**src/hdl/frml_pkg.sv**
```systemverilog
// Shared types and constants of the frame rate meter and limiter.
// No dependencies; imported by the top level.
package frml_pkg;

  // payload field widths
  localparam int unsigned NOW_W     = 32;
  localparam int unsigned FT_W      = 16;
  localparam int unsigned FPS_W     = 18;
  localparam int unsigned DELAY_W   = 10;
  localparam int unsigned MAXFPS_W  = 10;

  // stream word widths (padded to whole bytes)
  localparam int unsigned IN_DATA_W  = 32;
  localparam int unsigned OUT_DATA_W = 48;

  // arithmetic constants
  localparam int unsigned FPS_SCALE     = 256000;
  localparam int unsigned FPS_MAX       = 256000;
  localparam int unsigned MS_PER_SECOND = 1000;
  localparam int unsigned FT_MAX        = 65535;
  localparam int unsigned MAXFPS_RESET  = 60;

  // event kind carried in tuser
  typedef enum logic {
    KIND_BEGIN = 1'b0,
    KIND_END   = 1'b1
  } kind_e;

  // control sequencer, one-hot
  typedef enum logic [3:0] {
    ST_IDLE = 4'b0001,
    ST_READ = 4'b0010,
    ST_DIV  = 4'b0100,
    ST_OUT  = 4'b1000
  } state_e;

endpackage

```
**src/hdl/frml_ram.sv**
```systemverilog
// Generic single-write, single-read RAM with a registered read port.
// No dependencies.
module frml_ram #(
  parameter int unsigned WIDTH = 16,
  parameter int unsigned DEPTH = 10,
  parameter int unsigned ADDR_W = (DEPTH > 1) ? $clog2(DEPTH) : 1
) (
  input  logic              clk_i,
  input  logic              we_i,
  input  logic [ADDR_W-1:0] waddr_i,
  input  logic [WIDTH-1:0]  wdata_i,
  input  logic [ADDR_W-1:0] raddr_i,
  output logic [WIDTH-1:0]  rdata_o
);

  logic [WIDTH-1:0] mem_q [DEPTH];

  // write port and registered read
  always_ff @(posedge clk_i) begin
    if (we_i) begin
      mem_q[waddr_i] <= wdata_i;
    end
    rdata_o <= mem_q[raddr_i];
  end

endmodule

```
**src/hdl/frml_serdiv.sv**
```systemverilog
// Bit-serial restoring divider: one quotient bit per cycle.
// No dependencies; used by the top level for the rate and the frame budget.
module frml_serdiv #(
  parameter int unsigned NUM_W = 24,
  parameter int unsigned DEN_W = 20
) (
  input  logic             clk_i,
  input  logic             rst_ni,
  input  logic             start_i,
  input  logic [NUM_W-1:0] num_i,
  input  logic [DEN_W-1:0] den_i,
  output logic             busy_o,
  output logic [NUM_W-1:0] quo_o
);

  localparam int unsigned CNT_W = $clog2(NUM_W + 1);

  logic [DEN_W-1:0] rem_q, rem_d;
  logic [DEN_W-1:0] den_q;
  logic [NUM_W-1:0] quo_q, quo_d;
  logic [CNT_W-1:0] cnt_q;
  logic             busy_q;
  logic [DEN_W:0]   trial;
  logic             fits;

  // one restoring step: shift in the next numerator bit, try to subtract
  always_comb begin
    trial = {rem_q, quo_q[NUM_W-1]};
    fits  = trial >= {1'b0, den_q};
    rem_d = fits ? DEN_W'(trial - {1'b0, den_q}) : trial[DEN_W-1:0];
    quo_d = {quo_q[NUM_W-2:0], fits};
  end

  // step counter and busy flag
  always_ff @(posedge clk_i or negedge rst_ni) begin
    if (!rst_ni) begin
      busy_q <= 1'b0;
      cnt_q  <= '0;
    end else if (start_i) begin
      busy_q <= 1'b1;
      cnt_q  <= CNT_W'(NUM_W);
    end else if (busy_q) begin
      cnt_q <= cnt_q - 1'b1;
      if (cnt_q == CNT_W'(1)) begin
        busy_q <= 1'b0;
      end
    end
  end

  // datapath shift registers
  always_ff @(posedge clk_i) begin
    if (start_i) begin
      rem_q <= '0;
      den_q <= den_i;
      quo_q <= num_i;
    end else if (busy_q) begin
      rem_q <= rem_d;
      quo_q <= quo_d;
    end
  end

  assign busy_o = busy_q;
  assign quo_o  = quo_q;

endmodule

```
**src/hdl/frame_rate_meter_limiter.sv**
```systemverilog
// Top level of the frame rate meter and limiter.
// Depends on frml_pkg, frml_ram and frml_serdiv.
//
//  channel  dir  handshake          payload
//  s_*      in   s_tvalid/s_tready  tdata: now_ms; tuser: kind
//  m_*      out  m_tvalid/m_tready  tdata: frame_time_ms, fps_q8, delay_ms; tuser: average_zero
//  cfg      in   cfg_we_i           cfg_wdata_i: max_fps
//
// A begin item is taken in the idle state and needs no further work. An end item
// passes through accept, ring read, NUM_W steps of the bit-serial rate divider,
// a state that sees both dividers done, and output load; the budget divider runs
// alongside and is shorter.
// Reset needs no clearing pass: a ring entry is read only after it is written.
// A finished result waits in the output register; the next item is taken while
// it waits, and a following end item holds in its last state until it drains.
module frame_rate_meter_limiter #(
  parameter int unsigned WINDOW = 10
) (
  input  logic                               clk_i,
  input  logic                               rst_ni,
  input  logic                               s_tvalid,
  output logic                               s_tready,
  input  logic [frml_pkg::IN_DATA_W-1:0]     s_tdata,  // [31:0] now_ms
  input  logic                               s_tuser,  // [0] kind
  output logic                               m_tvalid,
  input  logic                               m_tready,
  output logic [frml_pkg::OUT_DATA_W-1:0]    m_tdata,  // [15:0] frame_time_ms,
                                                       // [33:16] fps_q8,
                                                       // [43:34] delay_ms, [47:44] zero
  output logic                               m_tuser,  // [0] average_zero
  input  logic                               cfg_we_i,
  input  logic [frml_pkg::MAXFPS_W-1:0]      cfg_wdata_i
);

  import frml_pkg::*;

  localparam int unsigned CNT_W = $clog2(WINDOW + 1);
  localparam int unsigned POS_W = (WINDOW > 1) ? $clog2(WINDOW) : 1;
  localparam int unsigned SUM_W = $clog2(WINDOW * FT_MAX + 1);
  localparam int unsigned NUM_W = $clog2(FPS_SCALE * WINDOW + 1);
  localparam int unsigned BUD_W = DELAY_W;

  state_e              state_q, state_d;
  logic [MAXFPS_W-1:0] max_fps_q;
  logic [NOW_W-1:0]    start_q, prev_end_q;
  logic                seen_end_q;
  logic [POS_W-1:0]    pos_q;
  logic [CNT_W-1:0]    cnt_q, cnt_d;
  logic [SUM_W-1:0]    sum_q, sum_d;
  logic [FPS_W-1:0]    fps_held_q;
  logic [FT_W-1:0]     ft_q;
  logic [NOW_W-1:0]    ft_diff, elapsed;
  logic                elapsed_big_q;
  logic [DELAY_W-1:0]  elapsed_lo_q;

  logic                in_fire, end_fire, out_free, out_load;
  logic [FT_W-1:0]     ring_rdata;
  logic                div_start;
  logic [NUM_W-1:0]    fps_num, fps_quo;
  logic                fps_busy, bud_busy;
  logic [MAXFPS_W-1:0] limit;
  logic [BUD_W-1:0]    budget;
  logic [FPS_W-1:0]    fps_res;
  logic [DELAY_W-1:0]  delay_res;
  logic                zero_res;

  assign s_tready = (state_q == ST_IDLE);
  assign in_fire  = s_tvalid && s_tready;
  assign end_fire = in_fire && (s_tuser == KIND_END);
  assign out_free = !m_tvalid || m_tready;
  assign out_load = (state_q == ST_OUT) && out_free;

  // sequencer
  always_comb begin
    state_d = state_q;
    case (state_q)
      ST_IDLE: if (end_fire) state_d = ST_READ;
      ST_READ: state_d = ST_DIV;
      ST_DIV:  if (!fps_busy && !bud_busy) state_d = ST_OUT;
      ST_OUT:  if (out_free) state_d = ST_IDLE;
      default: state_d = ST_IDLE;
    endcase
  end

  // time differences at accept, modulo 2^32
  assign ft_diff = s_tdata[NOW_W-1:0] - prev_end_q;
  assign elapsed = s_tdata[NOW_W-1:0] - start_q;

  // ring update: drop the oldest entry once the window is full
  always_comb begin
    if (cnt_q >= CNT_W'(WINDOW)) begin
      cnt_d = cnt_q;
      sum_d = sum_q - SUM_W'(ring_rdata) + SUM_W'(ft_q);
    end else begin
      cnt_d = cnt_q + 1'b1;
      sum_d = sum_q + SUM_W'(ft_q);
    end
  end

  assign div_start = (state_q == ST_READ);
  assign fps_num   = NUM_W'(FPS_SCALE * 32'(cnt_d));
  assign limit     = (max_fps_q == '0) ? MAXFPS_W'(1) : max_fps_q;

  // control registers
  always_ff @(posedge clk_i or negedge rst_ni) begin
    if (!rst_ni) begin
      state_q    <= ST_IDLE;
      max_fps_q  <= MAXFPS_W'(MAXFPS_RESET);
      start_q    <= '0;
      prev_end_q <= '0;
      seen_end_q <= 1'b0;
      pos_q      <= '0;
      cnt_q      <= '0;
      sum_q      <= '0;
      fps_held_q <= '0;
      m_tvalid   <= 1'b0;
    end else begin
      state_q <= state_d;
      if (cfg_we_i) begin
        max_fps_q <= cfg_wdata_i;
      end
      if (in_fire && (s_tuser == KIND_BEGIN)) begin
        start_q <= s_tdata[NOW_W-1:0];
      end
      if (end_fire) begin
        prev_end_q <= s_tdata[NOW_W-1:0];
        seen_end_q <= 1'b1;
      end
      if (state_q == ST_READ) begin
        cnt_q <= cnt_d;
        sum_q <= sum_d;
        pos_q <= (pos_q == POS_W'(WINDOW - 1)) ? '0 : pos_q + 1'b1;
      end
      if (out_load && !zero_res) begin
        fps_held_q <= fps_res;
      end
      if (out_load) begin
        m_tvalid <= 1'b1;
      end else if (m_tready) begin
        m_tvalid <= 1'b0;
      end
    end
  end

  // per-item payload captured at accept
  always_ff @(posedge clk_i) begin
    if (end_fire) begin
      if (!seen_end_q) begin
        ft_q <= '0;
      end else if (ft_diff > NOW_W'(FT_MAX)) begin
        ft_q <= FT_W'(FT_MAX);
      end else begin
        ft_q <= ft_diff[FT_W-1:0];
      end
      elapsed_big_q <= (elapsed[NOW_W-1:DELAY_W] != '0);
      elapsed_lo_q  <= elapsed[DELAY_W-1:0];
    end
  end

  // frame time ring
  frml_ram #(
    .WIDTH (FT_W),
    .DEPTH (WINDOW)
  ) u_ring (
    .clk_i   (clk_i),
    .we_i    (state_q == ST_READ),
    .waddr_i (pos_q),
    .wdata_i (ft_q),
    .raddr_i (pos_q),
    .rdata_o (ring_rdata)
  );

  // averaged rate: 256000 * count / sum
  frml_serdiv #(
    .NUM_W (NUM_W),
    .DEN_W (SUM_W)
  ) u_fps_div (
    .clk_i   (clk_i),
    .rst_ni  (rst_ni),
    .start_i (div_start),
    .num_i   (fps_num),
    .den_i   (sum_d),
    .busy_o  (fps_busy),
    .quo_o   (fps_quo)
  );

  // frame budget: 1000 / limit
  frml_serdiv #(
    .NUM_W (BUD_W),
    .DEN_W (MAXFPS_W)
  ) u_bud_div (
    .clk_i   (clk_i),
    .rst_ni  (rst_ni),
    .start_i (div_start),
    .num_i   (BUD_W'(MS_PER_SECOND)),
    .den_i   (limit),
    .busy_o  (bud_busy),
    .quo_o   (budget)
  );

  // result assembly: saturate rate, hold it on a zero sum, clamp the wait
  always_comb begin
    zero_res = (sum_q == '0);
    if (zero_res) begin
      fps_res = fps_held_q;
    end else if (fps_quo > NUM_W'(FPS_MAX)) begin
      fps_res = FPS_W'(FPS_MAX);
    end else begin
      fps_res = fps_quo[FPS_W-1:0];
    end
    if (!elapsed_big_q && (budget > elapsed_lo_q)) begin
      delay_res = budget - elapsed_lo_q;
    end else begin
      delay_res = '0;
    end
  end

  // output register
  always_ff @(posedge clk_i) begin
    if (out_load) begin
      m_tdata <= {4'b0000, delay_res, fps_res, ft_q};
      m_tuser <= zero_res;
    end
  end

`ifndef SYNTH
  a_end_starts_update: assert property (@(posedge clk_i) disable iff (!rst_ni)
    end_fire |=> (state_q == ST_READ))
    else $error("end item did not start the ring update");

  a_dividers_done: assert property (@(posedge clk_i) disable iff (!rst_ni)
    (state_q == ST_OUT) |-> (!fps_busy && !bud_busy))
    else $error("result taken while a divider is busy");

  a_pos_in_range: assert property (@(posedge clk_i) disable iff (!rst_ni)
    pos_q < POS_W'(WINDOW) || WINDOW == (1 << POS_W))
    else $error("ring position out of range");

  a_cnt_in_range: assert property (@(posedge clk_i) disable iff (!rst_ni)
    cnt_q <= CNT_W'(WINDOW))
    else $error("frame count above window");
`endif

endmodule
```
**config.mk**
```make
export PLATFORM = sky130hd
export DESIGN_NAME = frame_rate_meter_limiter
export DESIGN_NICKNAME = d
export VERILOG_FILES = /design/src/hdl/frml_pkg.sv /design/src/hdl/frml_ram.sv /design/src/hdl/frml_serdiv.sv /design/src/hdl/frame_rate_meter_limiter.sv
export SDC_FILE = /design/constraint.sdc
export NUM_CORES = 1
export LEC_CHECK = 0
export BUFFER_PORTS_ARGS = -buffer_cell sky130_fd_sc_hd__buf_2
export CORE_MARGIN = 3
export CORE_UTILIZATION = 43
export CTS_CLUSTER_DIAMETER = 100
export DETAILED_ROUTE_END_ITERATION = 16
export PLACE_DENSITY = 0.62
export SETUP_SLACK_MARGIN = 0.05
export SLEW_MARGIN = 30
export SYNTH_ARGS = -nofsm -noshare
export SYNTH_HDL_FRONTEND = slang
export SYNTH_SLANG_ARGS = --single-unit
```
**constraint.sdc**
```tcl
create_clock -name clk_i -period 5.15 [get_ports clk_i]
set_input_delay 0 -clock clk_i [delete_from_list [all_inputs] [get_ports clk_i]]
set_output_delay 0 -clock clk_i [all_outputs]
set_load 0.02 [all_outputs]
```
==> summary.txt, run 1 <==
Drt
  – Vias/cell: 5.423
  – Starting DRT DRC Count: 1265
  – Via Count: 18810
  – Pre-antenna DRT Iters: 5
  – Post-Route WL: 61000 um
  – Routed len/inst: 17.58 um
  – Residual DRC: 0
  – Post-route antenna net violation count: 0

Clock network
  – Clock Latency Late Sink: 0.59 ns
  – Clk buf depth: 3
  – Post-cts sizing count: 0
  – Htree depth: 2
  – Post-CTS Setup Bufs: 0
  – CTS sink cnt: 477
  – CTS tree: yes
  – CTS Root Cell: clkbuf_16
  – CTS clk-pin slew, worst paths: 0.06 ns
  – Clock buffer count from CTS: 52

Logic synthesis
  – #FFs+latches synth: 477
  – Unique cell type count in the Yosys netlist: 92
  – Ys async rst share: 0.2872
  – YS warnings: 0
  – Most common library cells after synthesis: edfxtp_1 (273), inv_1 (233), nand2_1 (223)
  – Post-synth EDFFs: 273
  – Most numerous cell in the Yosys netlist: edfxtp_1
  – Biggest area consumer among synthesized cells: edfxtp_1
  – Syn_area_per_cell: 10.62 um2
  – Top_reg_cell synth: edfxtp_1
  – Top-area cell type share of the netlist area: 0.3077
  – Post-Syn Area: 26640 um2
  – Cells after synthesis: 2509
  – Sequential share of the synthesized area: 0.4869
  – Largest cells by area after synthesis: edfxtp_1 (31%), dfrtp_1 (12%), ha_1 (7.6%)

Timing
  – Relative slew margins: 0.3666
  – Unrepaired setup endpoints after global routing: false
  – Setup ws final: 0.5913 ns
  – Final Max Slew Viols: 0
  – # setup viols final: 0
  – Final min period: 4.559 ns
  – Final Cycle Share: 0.8852
  – Tightest Pin Transition: 0.9470 ns
  – Final Hold Fails: 0
  – Final Skew: 0.01740 ns
  – Total negative setup slack: 0 ns
  – Max Fclk: 219.4 MHz

Floorplan
  – Starting Density: 0.4382
  – Die Ht: 254.9 um
  – Die area: 64990 um2
  – Row count: 90
  – IO Pins: 99
  – Die width: 254.9 um
  – Core Area: 60810 um2

Power
  – Internal power: 10730 uW
  – Peak VDD IR: 0.2862 mV
  – Comb pwr share: 0.470
  – Sw power: 6747 uW
  – Final Total Pwr: 17470 uW
  – Switching part of the total power: 0.3861
  – Leakage: 0.01256 uW
  – P per Cell Area: 576.2 nW/um2
  – Clock share of power: 0.220
  – Sequential power share: 0.310

Critical path
  – Critical path peak fanout: 18
  – Setup CP Type: reg -> reg
  – Worst Path Arrival: 4.86 ns
  – CP Launch Type: flop
  – Setup crit end kind: flop
  – Worst Path Required: 5.45 ns

Final layout
  – P&R area growth vs syn: 13.82%
  – Nets@finish: 2873
  – Fraction of layout cells with a size suffix above 1: 0.1277
  – Post-layout util: 0.4987
  – Post-route insts no fill: 3469

Hold path
  – HP Class: in -> reg

Place
  – DP HPWL: 43020 um
  – Pre-CTS setup slack: 0.5909 ns
  – # port buffers: 94
  – Placed Instances: 3306
  – GPL Wtd Cong: 0.8986

Global routing
  – Largest net degree at the start of global routing: 54
  – Gr usage total: 0.1896
  – Number of global-route vias before repair: 18950
  – GRT overflow: 0
  – Global-route wire length before repair: 99100 um
  – Initial antenna violation count: 9

Status
  – Status: completed

Job
  – Max_cap viols: 0
## layout by cell type, fill, tap and decap left out, types with 14 or more instances in the layout
master / count
clkbuf_16: 53
mux2i_1: 67
o21a_1: 33
inv_1: 233
o21bai_1: 15
buf_4: 29
fa_1: 27
nand2b_1: 24
dlygate4sd3_1: 58
xnor2_1: 61
mux2_2: 50
nor3_1: 46
nand2_1: 223
nand3_1: 43
o21ai_0: 153
a31oi_1: 15
buf_2: 93
xor2_1: 47
dfrtp_1: 130
dfxtp_1: 67
a211oi_1: 38
nor2b_1: 45
or3_1: 14
ha_1: 161
nor2_1: 166
a21oi_1: 148
mux4_2: 32
a21o_1: 53
nand4_1: 26
edfxtp_1: 273
## power by group through the flow
| stage | Sequential (uW) | Clock (uW) | Combinational (uW) |
|---|---|---|---|
| 2_1_floorplan | 5170 | 0 | 6640 |
| 3_3_place_gp | 5480 | 0 | 7930 |
| 3_5_place_dp | 5500 | 0 | 8090 |
| 4_1_cts | 5430 | 3950 | 8200 |
| 5_1_grt | 5530 | 4100 | 9270 |
| 6_report | 5420 | 3840 | 8210 |
## state kept, by name, summed over array words and instances (netlist names), 20 cells and up
| register | cells |
|---|---|
| start_q | 32 |
| sum_q | 20 |
| u_fps_div.den_q | 20 |
| u_ring.mem_q | 160 |
| m_tdata | 44 |
| u_fps_div.quo_o | 22 |
| u_fps_div.rem_q | 20 |
| prev_end_q | 32 |
## worst max-delay path, cell delays in order (launching register included)
cell	delay, ns
dfrtp_1	0.51
ha_1	0.28
o31a_1	0.65
o21ai_0	0.40
ha_1	0.49
inv_1	0.08
fa_1	0.51
inv_1	0.05
ha_1	0.33
a221o_1	0.36
a21o_1	0.19
a21oi_1	0.17
xor2_1	0.17
o21ai_0	0.09
## per-stage QoR
stage	hold slack [ns]	cell area, um2
6_report	0.2377	30330
5_1_grt	0.2494	30320
4_1_cts	0.2039	30300
3_5_place_dp	0.05415	27920
3_3_place_gp	0.04524	27920
2_1_floorplan	-0.2956	26660
## timing repair
item                                    in CTS  in global routing
endpoints found under the hold margin      145                  0
endpoints found under the setup margin       0                  0
hold buffers                                59                  0
## area by class of cell
type / count / area, um2
fillers: 5451 / 30480
flip-flops and latches: 477 / 12980
multi-input cells: 1689 / 12390
clock buffers: 69 / 1446
repair buffers: 182 / 1295
well taps: 782 / 978.4
inverters: 235 / 883.3
clock inverters: 27 / 329.1
diodes: 8 / 20.02
## logic make-up (layout without fill, tap and decap cells)
group | count (synthesis) | count (layout) | share of synthesized area
xor gates and xnor gates | 108 | 108 | 0.03550
buffers and inverters | 346 | 513 | 0.05048
and+or+nand+nor | 663 | 663 | 0.1182
muxes | 150 | 150 | 0.07391
AOI/OAI and AO/OA | 576 | 576 | 0.1389
other | 1 | 12 | 0.0001407
DFF | 477 | 477 | 0.4869
adders and majority gates | 188 | 188 | 0.09589
## worst paths after layout
kind	startpoint	endpoint	slack, ns	cells past startpoint
max in group asynchronous	rst_ni	u_fps_div.busy_o$_DFF_PN0_	3.61	4
worst max-delay path	cnt_q[1]$_DFFE_PN0P_	u_fps_div.quo_o[19]$_DFFE_PP_	0.59	13
worst min-delay path	s_tdata[16]	prev_end_q[16]$_DFFE_PN0P_	0.24	4
min in group asynchronous	rst_ni	prev_end_q[21]$_DFFE_PN0P_	0.46	3
worst max register to register	cnt_q[1]$_DFFE_PN0P_	u_fps_div.quo_o[19]$_DFFE_PP_	0.59	13
worst min register to register	fps_held_q[9]$_DFFE_PN0P_	fps_held_q[9]$_DFFE_PN0P_	0.48	2
## layer usage
| layer | share of wire | global-route usage | routed length, um |
|---|---|---|---|
| met5 | 0.00011 | 0 | 7 |
| met4 | 0.026 | 0.05457 | 1591 |
| met3 | 0.040 | 0.02855 | 2442 |
| met2 | 0.49 | 0.3282 | 29720 |
| met1 | 0.45 | 0.2479 | 27240 |
No activity file was read; power rests on OpenSTA's default activity.
==> run 2: changes to the inputs <==
- BUFFER_PORTS_ARGS: -buffer_cell sky130_fd_sc_hd__buf_2 -> -buffer_cell sky130_fd_sc_hd__buf_4
==> run 2 against run 1 <==
  * Total power rose by 0.54%
  * Critical path type unchanged
  * Register-to-register slack improved by 0.23 ns
  * Sequential share of layout area fell by 0.39 points
  * Cell count barely moved
  * First-iteration DRC count fell by 23%
  * Maximum frequency rose by 5.2%
  * Highest routed layer unchanged
==> summary.txt, run 2 (synthesized netlist as in run 1, its figures left out) <==
Status
  – Status: completed (unchanged)

Place
  – GPL Wtd Cong: 0.8714 (was 0.8986)
  – # port buffers: 94 (unchanged)
  – DP Area: 28150 um2 (was 27920 um2)
  – DP HPWL: 42600 um (was 43020 um)

Global routing
  – Initial antenna violation count: 10 (was 9)
  – GRT overflow: 0 (unchanged)
  – Largest net degree at the start of global routing: 84 (was 54)
  – Gr usage total: 0.1900 (was 0.1896)
  – Number of global-route vias before repair: 18980 (was 18950)
  – Global-route wire length before repair: 98960 um (was 99100 um)

Timing
  – Relative slew margins: 0.4449 (was 0.3666)
  – Final Skew: 0.01826 ns (was 0.01740 ns)
  – Total negative setup slack: 0 ns (unchanged)
  – Final Cycle Share: 0.8415 (was 0.8852)
  – Unrepaired setup endpoints after global routing: false (unchanged)
  – Final min period: 4.334 ns (was 4.559 ns)
  – Final Hold Fails: 0 (unchanged)
  – # setup viols final: 0 (unchanged)
  – Final Max Slew Viols: 0 (unchanged)
  – Tightest Pin Transition: 0.8222 ns (was 0.9470 ns)
  – Max Fclk: 230.8 MHz (was 219.4 MHz)

Final layout
  – Most frequent cells in the layout: edfxtp_1 (273), inv_1 (233), nand2_1 (223), nor2_1 (166), ha_1 (161) (unchanged)
  – Final instance area: 30610 um2 (was 30330 um2)
  – P&R area growth vs syn: 14.87% (was 13.82%)
  – Filler cell count: 5421 (was 5451)
  – Top Registers: u_ring.mem_q (160), m_tdata (44) (unchanged)
  – Most common cell after layout, fill and taps aside: edfxtp_1 (unchanged)
  – Fraction of layout cells with a size suffix above 1: 0.1277 (unchanged)
  – Largest register FFs: 160 (unchanged)
  – Nets@finish: 2872 (was 2873)
  – Largest reg by FF count: u_ring.mem_q (unchanged)

Critical path
  – Critical Path Source: cnt_q[0]$_DFFE_PN0P_ (was cnt_q[1]$_DFFE_PN0P_)
  – CP max stage cell: fa_1 (was o31a_1)
  – Worst Path Required: 5.46 ns (was 5.45 ns)
  – CP top delay family: adder cells (was compound AO/OA/AOI/OAI gates)
  – Capturing point of the worst reg2reg path: u_fps_div.quo_o[20]$_DFFE_PP_ (was u_fps_div.quo_o[19]$_DFFE_PP_)
  – Crit path buffers/inverters: 5 (was 2)
  – Crit path to: u_fps_div.quo_o[20]$_DFFE_PP_ (was u_fps_div.quo_o[19]$_DFFE_PP_)
  – Critical path peak fanout: 4 (was 18)
  – Setup CP Type: reg -> reg (unchanged)
  – R2R Setup Slk: 0.82 ns (was 0.59 ns)
  – Launching point of the worst reg2reg path: cnt_q[0]$_DFFE_PN0P_ (was cnt_q[1]$_DFFE_PN0P_)
  – Most common cell on crit path: inv_1 (was ha_1)
  – Reg2Reg Depth: 20 (was 13)
  – Critical path cell sequence: inv_1 > ha_1 > o31ai_4 > nand2_1 > xnor2_1 > inv_1 > ha_1 > inv_1 > ha_1 > inv_1 > fa_1 > inv_1 > ha_1 > a21o_1 > a21oi_1 > nor2b_1 > o21ai_0 > nand2_1 > xnor2_1 > o21ai_0 (was ha_1 > o31a_1 > o21ai_0 > ha_1 > inv_1 > fa_1 > inv_1 > ha_1 > a221o_1 > a21o_1 > a21oi_1 > xor2_1 > o21ai_0)
  – CP Launch Type: flop (unchanged)
  – Worst Path Arrival: 4.65 ns (was 4.86 ns)
  – WP depth: 20 (was 13)
  – Setup crit end kind: flop (unchanged)
  – Critical path's largest stage delay: 0.50 ns (was 0.65 ns)

Drt
  – Residual DRC: 0 (unchanged)
  – Pre-antenna DRT Iters: 5 (unchanged)
  – Post-Route WL: 60900 um (was 61000 um)
  – Met2 wire length: 29290 um (was 29720 um)
  – Vias/cell: 5.454 (was 5.423)
  – Met1 Wirelength: 27150 um (was 27240 um)
  – DR WL met3: 2638 um (was 2442 um)
  – Post-route antenna net violation count: 0 (unchanged)
  – Routed len/inst: 17.55 um (was 17.58 um)
  – Starting DRT DRC Count: 973 (was 1265)
  – Via Count: 18930 (was 18810)
  – Uppermost routed layer: met5 (unchanged)

Floorplan
  – Row count: 90 (unchanged)
  – Starting Density: 0.4382 (unchanged)
  – Die width: 254.9 um (unchanged)
  – Die area: 64990 um2 (unchanged)
  – Die Ht: 254.9 um (unchanged)
  – IO Pins: 99 (unchanged)
  – Core Area: 60810 um2 (unchanged)

Clock network
  – Htree depth: 2 (unchanged)
  – Clk buf depth: 3 (unchanged)
  – Clock buffer count from CTS: 53 (was 52)
  – CTS sink cnt: 477 (unchanged)
  – CTS tree: yes (unchanged)
  – CTS clk-pin slew, worst paths: 0.06 ns (about the same)
  – Post-cts sizing count: 0 (unchanged)
  – Clock Latency Late Sink: 0.59 ns (about the same)
  – CTS Root Cell: clkbuf_16 (unchanged)

Job
  – Max_cap viols: 0 (unchanged)

Power
  – Leakage: 0.01270 uW (was 0.01256 uW)
  – Internal power: 10830 uW (was 10730 uW)
  – Clock share of power: 0.225 (was 0.220)
  – Sw power: 6741 uW (was 6747 uW)
  – Switching part of the total power: 0.3837 (was 0.3861)
  – Comb pwr share: 0.466 (was 0.470)
  – Peak VDD IR: 0.2897 mV (was 0.2862 mV)
  – P per Cell Area: 574.0 nW/um2 (was 576.2 nW/um2)
  – Sequential power share: 0.309 (was 0.310)

Hold path
  – HP Class: in -> reg (unchanged)
==> run 2: changes by cell type in the layout (fill, tap and decap cells not counted), sizes merged <==
cell | previous run | this run
diode | 8 | 9
inv | 238 | 239
bufinv | 6 | 9
dlygate4sd3 | 58 | 56
clkinv | 13 | 18
clkbuf | 69 | 67
clkinvlp | 5 | 0
==> run 2: power groups by stage <==
stage                     clock network, uW  registers [uW]  logic (uW)
final                                  3960            5420        8190
after global routing                   4210            5520        9280
after CTS                              4060            5420        8190
after detailed placement                  0            5490        8090
after global placement                    0            5460        7970
after floorplan                           0            5170        6640
==> run 2: metrics by stage <==
stage / std cells / util / power [uW] / hold slack (ns) / setup WS [ns]
global route: 3467 / 0.5032 / 19010 / 0.05439 / 0.4381
CTS: 3460 / 0.5025 / 17680 / 0.01938 / 0.7633
floorplan: 2512 / - / 11800 / -0.2956 / 0.4579
finish: 3470 / 0.5033 / 17570 / 0.07357 / 0.8164
detailed placement: 3305 / 0.4629 / 13580 / 0.05380 / 0.7982
global placement: 3305 / 0.4629 / 13440 / 0.04610 / 0.7826
==> run 2: how the worst min path moves through the flow <==
stage            start                       to  slack (ns)  cells past startpoint
6_report       s_tuser   seen_end_q$_DFFE_PN0P_        0.07                      3
2_1_floorplan   rst_ni     cnt_q[0]$_DFFE_PN0P_       -0.30                      0
4_1_cts        s_tuser   seen_end_q$_DFFE_PN0P_        0.02                      3
3_3_place_gp    rst_ni  start_q[23]$_DFFE_PN0P_        0.05                      1
5_1_grt        s_tuser   seen_end_q$_DFFE_PN0P_        0.05                      3
3_5_place_dp    rst_ni  start_q[23]$_DFFE_PN0P_        0.05                      1
==> run 2: final cells by class <==
class	count	area, um2	share of cell area
flip-flops and latches	477	12980	0.4241
multi-input cells	1689	12400	0.4052
repair buffers	180	1523	0.04975
clock buffers	67	1409	0.04603
well taps	782	978.4	0.03197
inverters	235	883.3	0.02886
clock inverters	31	410.4	0.01341
diodes	9	22.52	0.0007358
==> run 2: routing by layer <==
layer	up-vias	global-route usage
li1	9251	-
met1	9214	0.2483
met2	370	0.3235
met3	90	0.03079
met4	2	0.06304
met5	-	0
==> run 2: what timing repair did <==
action,4_1_cts,5_1_grt
endpoints found under the hold margin,150,0
hold buffers,57,0
setup endpoints to repair,0,0
setup buffers,0,0
==> run 2: worst register-to-register path, delay by kind of cell (launching register included) <==
kind | cells | cell delay [ns]
xor gates and xnor gates | 2 | 0.39
AOI/OAI and AO/OA | 5 | 0.88
buffers and inverters | 5 | 0.37
and+or+nand+nor | 3 | 0.26
DFF | 1 | 0.39
adders and majority gates | 5 | 1.77
==> run 3: changes to the inputs <==
- clock period: 5.15 -> 4.5 ns (I/O delays scaled with it)
==> run 3 against run 2 <==
  * Maximum frequency up 2.2%
  * Setup slack got worse by 0.56 ns
  * Flip-flop and latch count is the same
  * Highest routed layer is now met4
  * Clock skew up 0.0025 ns
  * Critical endpoint is now u_fps_div.quo_o[19]$_DFFE_PP_
==> summary.txt, run 3 (synthesized netlist as in run 1, its figures left out) <==
Status
  – Status: completed (unchanged)

Critical path
  – CP Launch Type: flop (unchanged)
  – CP max stage cell: fa_1 (unchanged)
  – CP top delay family: adder cells (unchanged)
  – Reg2Reg Depth: 17 (was 20)
  – Critical path's largest stage delay: 0.49 ns (was 0.50 ns)
  – Crit path buffers/inverters: 4 (was 5)
  – Worst Path Arrival: 4.56 ns (was 4.65 ns)
  – Launching point of the worst reg2reg path: cnt_q[1]$_DFFE_PN0P_ (was cnt_q[0]$_DFFE_PN0P_)
  – Worst Path Required: 4.82 ns (was 5.46 ns)
  – R2R Setup Slk: 0.26 ns (was 0.82 ns)
  – Setup CP Type: reg -> reg (unchanged)
  – Capturing point of the worst reg2reg path: u_fps_div.quo_o[19]$_DFFE_PP_ (was u_fps_div.quo_o[20]$_DFFE_PP_)
  – Critical path peak fanout: 8 (was 4)
  – Setup crit end kind: flop (unchanged)
  – Most common cell on crit path: inv_1 (unchanged)
  – Critical path cell sequence: ha_1 > o31ai_4 > nand2_1 > xnor2_2 > inv_1 > ha_1 > inv_1 > ha_4 > inv_1 > fa_1 > inv_1 > ha_1 > a221o_1 > a21o_1 > a21oi_1 > xor2_1 > o21ai_0 (was inv_1 > ha_1 > o31ai_4 > nand2_1 > xnor2_1 > inv_1 > ha_1 > inv_1 > ha_1 > inv_1 > fa_1 > inv_1 > ha_1 > a21o_1 > a21oi_1 > nor2b_1 > o21ai_0 > nand2_1 > xnor2_1 > o21ai_0)
  – WP depth: 17 (was 20)

Place
  – GPL Wtd Cong: 0.8720 (was 0.8714)
  – # port buffers: 94 (unchanged)
  – DP HPWL: 42550 um (was 42600 um)

Timing
  – Final Hold Slack: 0.2034 ns (was 0.07357 ns)
  – Final Cycle Share: 0.9424 (was 0.8415)
  – Final Max Slew Viols: 0 (unchanged)
  – Final Hold Fails: 0 (unchanged)
  – Final Skew: 0.02073 ns (was 0.01826 ns)
  – Relative slew margins: 0.3606 (was 0.4449)
  – Total negative setup slack: 0 ns (unchanged)
  – Final min period: 4.241 ns (was 4.334 ns)
  – Max Fclk: 235.8 MHz (was 230.8 MHz)
  – # setup viols final: 0 (unchanged)
  – Unrepaired setup endpoints after global routing: false (unchanged)
  – Tightest Pin Transition: 0.9470 ns (was 0.8222 ns)

Clock network
  – CTS tree: yes (unchanged)
  – Htree depth: 2 (unchanged)
  – CTS Root Cell: clkbuf_16 (unchanged)
  – Clk buf depth: 3 (unchanged)
  – Clock Latency Late Sink: 0.60 ns (was 0.59 ns)
  – CTS sink cnt: 477 (unchanged)
  – CTS clk-pin slew, worst paths: 0.06 ns (about the same)
  – Clock buffer count from CTS: 53 (unchanged)

Global routing
  – Gr usage total: 0.1870 (was 0.1900)
  – Global-route wire length before repair: 98170 um (was 98960 um)
  – Number of global-route vias before repair: 18990 (was 18980)
  – GRT overflow: 0 (unchanged)
  – Largest net degree at the start of global routing: 70 (was 84)
  – Initial antenna violation count: 7 (was 10)

Final layout
  – Most common cell after layout, fill and taps aside: edfxtp_1 (unchanged)
  – Filler cell count: 5445 (was 5421)
  – P&R area growth vs syn: 15.04% (was 14.87%)
  – Nets@finish: 2887 (was 2872)
  – Top Registers: u_ring.mem_q (160), m_tdata (44) (unchanged)
  – Most frequent cells in the layout: edfxtp_1 (273), inv_1 (233), nand2_1 (223), nor2_1 (166), ha_1 (160) (was edfxtp_1 (273), inv_1 (233), nand2_1 (223), nor2_1 (166), ha_1 (161))
  – Largest register FFs: 160 (unchanged)
  – Largest reg by FF count: u_ring.mem_q (unchanged)
  – Fraction of layout cells with a size suffix above 1: 0.1302 (was 0.1277)

Drt
  – Pre-antenna DRT Iters: 5 (unchanged)
  – Post-route antenna net violation count: 0 (unchanged)
  – Vias/cell: 5.409 (was 5.454)
  – Routed len/inst: 17.28 um (was 17.55 um)
  – Post-Route WL: 60220 um (was 60900 um)
  – Via Count: 18850 (was 18930)
  – Starting DRT DRC Count: 1065 (was 973)
  – Residual DRC: 0 (unchanged)

Floorplan
  – Core Area: 60810 um2 (unchanged)
  – Die Ht: 254.9 um (unchanged)
  – Die area: 64990 um2 (unchanged)
  – Die width: 254.9 um (unchanged)
  – Row count: 90 (unchanged)
  – IO Pins: 99 (unchanged)
  – Starting Density: 0.4382 (unchanged)

Hold path
  – Hold Path Sink: prev_end_q[18]$_DFFE_PN0P_ (was seen_end_q$_DFFE_PN0P_)
  – Hold path depth: 4 (was 3)
  – HP Class: in -> reg (unchanged)
  – Hold Startpoint: s_tdata[18] (was s_tuser)

Power
  – P per Cell Area: 651.0 nW/um2 (was 574.0 nW/um2)
  – Leakage: 0.01273 uW (was 0.01270 uW)
  – Peak VDD IR: 0.3573 mV (was 0.2897 mV)

Job
  – Max_cap viols: 0 (unchanged)
[run 3: worst min-delay path: stages]
cell	delay [ns]
dlygate4sd3_1	0.52
buf_4	0.14
nand2_1	0.05
o21ai_0	0.07
[run 3: where the power goes]
group / switching, uW / internal, uW / total (uW)
logic: 5180 / 4240 / 9410
clock network: 1750 / 2570 / 4330
registers: 736 / 5480 / 6220
[run 3: how the worst max path moves through the flow]
stage	from	endpoint	slack, ns
after floorplan	cnt_q[0]$_DFFE_PN0P_	u_fps_div.quo_o[19]$_DFFE_PP_	0.05
after global placement	cnt_q[1]$_DFFE_PN0P_	u_fps_div.quo_o[19]$_DFFE_PP_	0.20
after detailed placement	cnt_q[0]$_DFFE_PN0P_	u_fps_div.quo_o[19]$_DFFE_PP_	0.13
after CTS	cnt_q[0]$_DFFE_PN0P_	u_fps_div.quo_o[19]$_DFFE_PP_	0.10
after global routing	cnt_q[1]$_DFFE_PN0P_	u_fps_div.quo_o[19]$_DFFE_PP_	0.05
final	cnt_q[1]$_DFFE_PN0P_	u_fps_div.quo_o[19]$_DFFE_PP_	0.26
[run 3: layout make-up]
| cell class | count | area (um2) | area share |
|---|---|---|---|
| diodes | 7 | 17.52 | 0.0005715 |
| repair buffers | 195 | 1638 | 0.05343 |
| flip-flops and latches | 477 | 12980 | 0.4234 |
| inverters | 235 | 883.3 | 0.02882 |
| multi-input cells | 1689 | 12410 | 0.4048 |
| clock buffers | 69 | 1416 | 0.04621 |
| clock inverters | 31 | 332.8 | 0.01086 |
| well taps | 782 | 978.4 | 0.03192 |
[run 3: timing repair]
action	4_1_cts	5_1_grt
endpoints found under the setup margin	0	2
hold buffers	59	0
gates resized for setup	0	3
hold endpoints to repair	152	0
buffers inserted	0	2
[run 3: per-stage QoR]
stage	setup WS, ns	area [um2]	total power [uW]	util	cells
2_1_floorplan	0.05011	26660	13510	-	2512
3_3_place_gp	0.2007	28240	15390	0.4645	3317
3_5_place_dp	0.1305	28240	15560	0.4645	3317
4_1_cts	0.1016	30590	20070	0.5031	3476
5_1_grt	0.04542	30640	21580	0.5039	3481
6_report	0.2593	30650	19960	0.5041	3485
[run 3: routing by layer]
metal  routed length, um  GRT usage
met1               27160     0.2456
met2               28610     0.3149
met3                2395    0.02855
met4                2061    0.06923
met5                   0          0
